--- config.mk ---
export PLATFORM = sky130hd
export DESIGN_NAME = swsc_ctrl
export DESIGN_NICKNAME = d
export VERILOG_FILES = /design/src/hw/rtl/swsc_pkg.sv /design/src/hw/rtl/swsc_ctrl.sv
export SDC_FILE = /design/constraint.sdc
export NUM_CORES = 1
export LEC_CHECK = 0
export BUFFER_PORTS_ARGS = -buffer_cell sky130_fd_sc_hd__clkbuf_2
export CAP_MARGIN = 40
export CORE_AREA = 4 4 41 43
export CTS_CLUSTER_SIZE = 16
export DETAILED_ROUTE_END_ITERATION = 10
export DIE_AREA = 0 0 45 47
export PLACE_DENSITY = 0.35
export SLEW_MARGIN = 20
export SYNTH_ARGS = -nofsm -noshare
export SYNTH_HDL_FRONTEND = slang
export SYNTH_SLANG_ARGS = --single-unit
--- constraint.sdc ---
create_clock -name clock -period 0.8 [get_ports clock]
set_input_delay 0.16 -clock clock [delete_from_list [all_inputs] [get_ports clock]]
set_output_delay 0.16 -clock clock [all_outputs]
set_load 0.005 [all_outputs]
--- src/hw/rtl/swsc_pkg.sv ---
package swsc_pkg;

   // field and register widths fixed by the interface
   localparam int COUNT_W    = 32;
   localparam int WIN_LEN_W  = 11;
   localparam int SPREAD_W   = 16;
   localparam int CSR_DATA_W = 16;
   localparam int CSR_IDX_W  = 2;

   // register indexes
   localparam logic [CSR_IDX_W-1:0] CSR_WINDOW_LEN = 2'd0;
   localparam logic [CSR_IDX_W-1:0] CSR_MAX_SPREAD = 2'd1;

   // reset values of the registers
   localparam logic [WIN_LEN_W-1:0] WINDOW_LEN_RST = 11'd1;
   localparam logic [SPREAD_W-1:0]  MAX_SPREAD_RST = 16'd0;

   // controller to datapath
   typedef struct packed {
      logic load;        // write the accepted sample, advance the counters
      logic scan_start;  // set up a scan of the current window
      logic scan;        // step the scan by one stored sample
      logic emit;        // load the result register
   } cmd_type;

   // datapath to controller
   typedef struct packed {
      logic full;        // enough samples seen for the current window
      logic scan_done;   // every sample of the window folded into max and min
      logic qualify;     // max minus min within the allowed spread
   } status_type;

endpackage

--- src/hw/rtl/swsc_ctrl.sv ---
module swsc_ctrl (
   input  logic                 clock,
   input  logic                 reset,
   input  logic                 req_valid,
   output logic                 req_stall,
   output logic                 rsp_valid,
   input  logic                 rsp_stall,
   output swsc_pkg::cmd_type    cmd,
   input  swsc_pkg::status_type status
);

   localparam logic [1:0] S_IDLE  = 2'd0;
   localparam logic [1:0] S_EVAL  = 2'd1;
   localparam logic [1:0] S_SCAN  = 2'd2;
   localparam logic [1:0] S_CHECK = 2'd3;

   logic [1:0] state_ff, state_in;
   logic       rsp_valid_ff, rsp_valid_in;
   logic       slot_free;

   assign req_stall = (state_ff != S_IDLE);
   assign rsp_valid = rsp_valid_ff;
   assign slot_free = !rsp_valid_ff || !rsp_stall;

   always_comb begin
      state_in       = state_ff;
      cmd            = '0;
      cmd.load       = req_valid && (state_ff == S_IDLE);
      cmd.scan       = (state_ff == S_SCAN);
      case (state_ff)
         S_IDLE: begin
            if (req_valid) state_in = S_EVAL;
         end
         S_EVAL: begin
            if (status.full) begin
               cmd.scan_start = 1'b1;
               state_in       = S_SCAN;
            end else begin
               state_in = S_IDLE;
            end
         end
         S_SCAN: begin
            if (status.scan_done) state_in = S_CHECK;
         end
         S_CHECK: begin
            if (!status.qualify) begin
               state_in = S_IDLE;
            end else if (slot_free) begin
               cmd.emit = 1'b1;
               state_in = S_IDLE;
            end
         end
         default: begin
            state_in = S_IDLE;
         end
      endcase
   end

   assign rsp_valid_in = cmd.emit || (rsp_valid_ff && rsp_stall);

   always_ff @(posedge clock) begin
      if (reset) begin
         state_ff     <= S_IDLE;
         rsp_valid_ff <= 1'b0;
      end else begin
         state_ff     <= state_in;
         rsp_valid_ff <= rsp_valid_in;
      end
   end

   a_accept_to_eval: assert property (@(posedge clock) disable iff (reset)
      req_valid && !req_stall |=> state_ff == S_EVAL)
      else $error("accepted transaction did not move to evaluation");

   a_qualify_emits: assert property (@(posedge clock) disable iff (reset)
      state_ff == S_CHECK && status.qualify && slot_free |=> rsp_valid_ff)
      else $error("qualifying window gave no result");

   a_no_overwrite: assert property (@(posedge clock) disable iff (reset)
      rsp_valid_ff && rsp_stall |=> rsp_valid_ff)
      else $error("waiting result lost");

endmodule

==> results.json <==
{
  "drive_above_1_share_pct": 66.7,
  "cts_root_buf": "clkbuf_4",
  "cts_tree": "built",
  "slew_headroom_pct": 87.9,
  "vdd_ir_drop_max_mv": 0.552,
  "grt_max_degree": 6,
  "period_minus_slack_ps": 1160,
  "fin_crit_sh_pct": 144,
  "portBuffers": 12,
  "final_nets": 50,
  "synth_edf_count": 0,
  "finalMaxSlewViolations": 0,
  "grt_pass1_wl_um": 910,
  "synth_area_um2": 156,
  "die_area_um2": 2120,
  "setup_viol": 8,
  "globalRouteOverflowTotal": 0,
  "first_pass_iters": 2,
  "drt_iter0_markers": 2,
  "drt-total-wl_um": 554,
  "cp.arrival_ps": 1000,
  "rows": 13,
  "synth_top_cell_by_area": "dfxtp_1",
  "grt_pass1_vias": 214,
  "cts_made_buffers": 3,
  "drv_cap": 0,
  "drc": 0,
  "antennaDiodeCount": 0,
  "final_core_util_pct": 26.2,
  "power_density_nw_per_um2": 1540,
  "die_h_um": 47,
  "gr-usage-met3_pct": 3.45,
  "ys_ff_latch": 3,
  "antenna_found_initial": 0,
  "synth.area.top_cells": "dfxtp_1 (38%), inv_1 (7.2%), a21oi_1 (6.4%)",
  "synth_cell_types": 15,
  "ios": 13,
  "synth_top_cell_area_share_pct": 38.4,
  "clock-sinks": 3,
  "stdcell_count": 57,
  "run_status": "finished with violations",
  "grt_busiest_layer": "met2",
  "htreeDepth": 1,
  "async_flop_share_pct": 0,
  "fin_tns_setup_ps": -1800,
  "clock-skew-final_ps": 1.01,
  "synth_nets": 27,
  "globalRouteMet1Util_pct": 7.45,
  "ant_nets": 0,
  "num_vias": 224,
  "ys.warnings.count": 0,
  "rsz0062_at_grt": "true",
  "synthToLayoutAreaGrowth_pct": 118,
  "ys_seq_area_share_pct": 38.4,
  "violations": "setup timing",
  "gp_congestion": 0.650,
  "layout_setup_ws_ps": -355,
  "cp_max_fo": 5,
  "hpwl_um": 433,
  "grtUsageTotal_pct": 6.38,
  "vias_per_cell": 3.93,
  "die_x_um": 45,
  "required_ps": 640,
  "clk_pin_slew_ps": 40,
  "use_met2_pct": 7.63,
  "clock_latency_ps": 230,
  "core-area_um2": 1300,
  "placed_area_um2": 256,
  "max_freq_mhz": 866,
  "synthTopCellsByCount": "dfxtp_1 (3), inv_1 (3), a21oi_1 (2)",
  "start_util_pct": 12.0,
  "syn_area_per_cell_um2": 7.82,
  "dp.cells": 49,
  "ys.flop_type": "dfxtp_1",
  "final-hold-violation-count": 0,
  "startpoint_type": "register",
  "criticalPathCategory": "reg2out",
  "route.detailed.wl_per_inst_um": 9.72,
  "worstMarginPinSlew_ps": 182,
  "endpoint_kind": "primary output",
  "syn_inst": 20,
  "finalInstanceArea_um2": 340,
  "p_leak_nw": 0.171,
  "hold_class": "in2reg",
  "clk_path_buf_depth": 2
}
-- path summary, 6_finish.rpt --
| check | startpoint | end | slack, ps | depth (start not counted) |
|---|---|---|---|---|
| setup / recovery | state_ff[0] | cmd[3] | -360 | 3 |
| hold / removal | reset | register | 160 | 2 |
| setup reg to reg | register | register | -170 | 4 |
| hold reg to reg | state_ff[0] | rsp_valid | 550 | 2 |
-- worst max-delay path, cell delays in order (launching register included) --
cell and delay, ps:
dfxtp_2 330, or2_4 250, nor2_2 70, clkbuf_2 110
-- timing repair --
action / 4_1_cts / 5_1_grt
pin swaps: 2 / 1
cloned: 0 / 0
endpoints found under the setup margin: 8 / 8
buffers inserted: 2 / 2
hold buffers: 0 / 0
resized for setup: 3 / 3
-- power breakdown --
part           internal (W)  total, W  switching [W]
Combinational     0.0000611  0.000100      0.0000389
Sequential         0.000156  0.000164     0.00000841
Clock              0.000187  0.000260      0.0000735
-- cells by family (layout without fill, tap and decap cells) --
kind of cell | Yosys count | count (layout) | share of synthesized area (%)
DFF | 3 | 3 | 38.4
buffers and inverters | 3 | 25 | 7.20
and+or+nand+nor | 9 | 9 | 33.6
AOI/OAI and AO/OA | 4 | 4 | 14.4
muxes | 1 | 1 | 6.40
-- area by class of cell --
type | count | area, um^2
Sequential cell | 3 | 66.3
Timing Repair Buffer | 18 | 109
Fill cell | 157 | 961
Tap cell | 15 | 18.8
Inverter | 3 | 11.3
Clock buffer | 4 | 26.3
Multi-Input combinational cell | 14 | 109
-- per-layer routing --
layer  routed length [um]  share of wire (%)
met1                  251                 45
met2                  238                 43
met3                   64                 12
met4                    0                  0
met5                    0                  0
-- placed cells by master, fill, tap and decap left out, drive strengths merged --
cell    synthesis  layout
or2b            1       1
nand4           1       1
nor2            1       1
a31oi           1       1
nand3b          1       1
o22ai           1       1
clkbuf          0      16
nand2b          1       1
dfxtp           3       3
mux2i           1       1
nand3           1       1
inv             3       3
nand2           1       1
a21oi           2       2
buf             0       6
or2             2       2
-- through the flow --
stage | hold WS (ps) | total power (W) | setup WS [ps]
2_1_floorplan | 222 | 0.000202 | -16.6
3_3_place_gp | 368 | 0.000247 | -117
3_5_place_dp | 375 | 0.000249 | -137
4_1_cts | 120 | 0.000537 | -371
5_1_grt | 148 | 0.000587 | -411
6_report | 156 | 0.000524 | -355
Note: power is estimated with default switching activity, not from simulation.
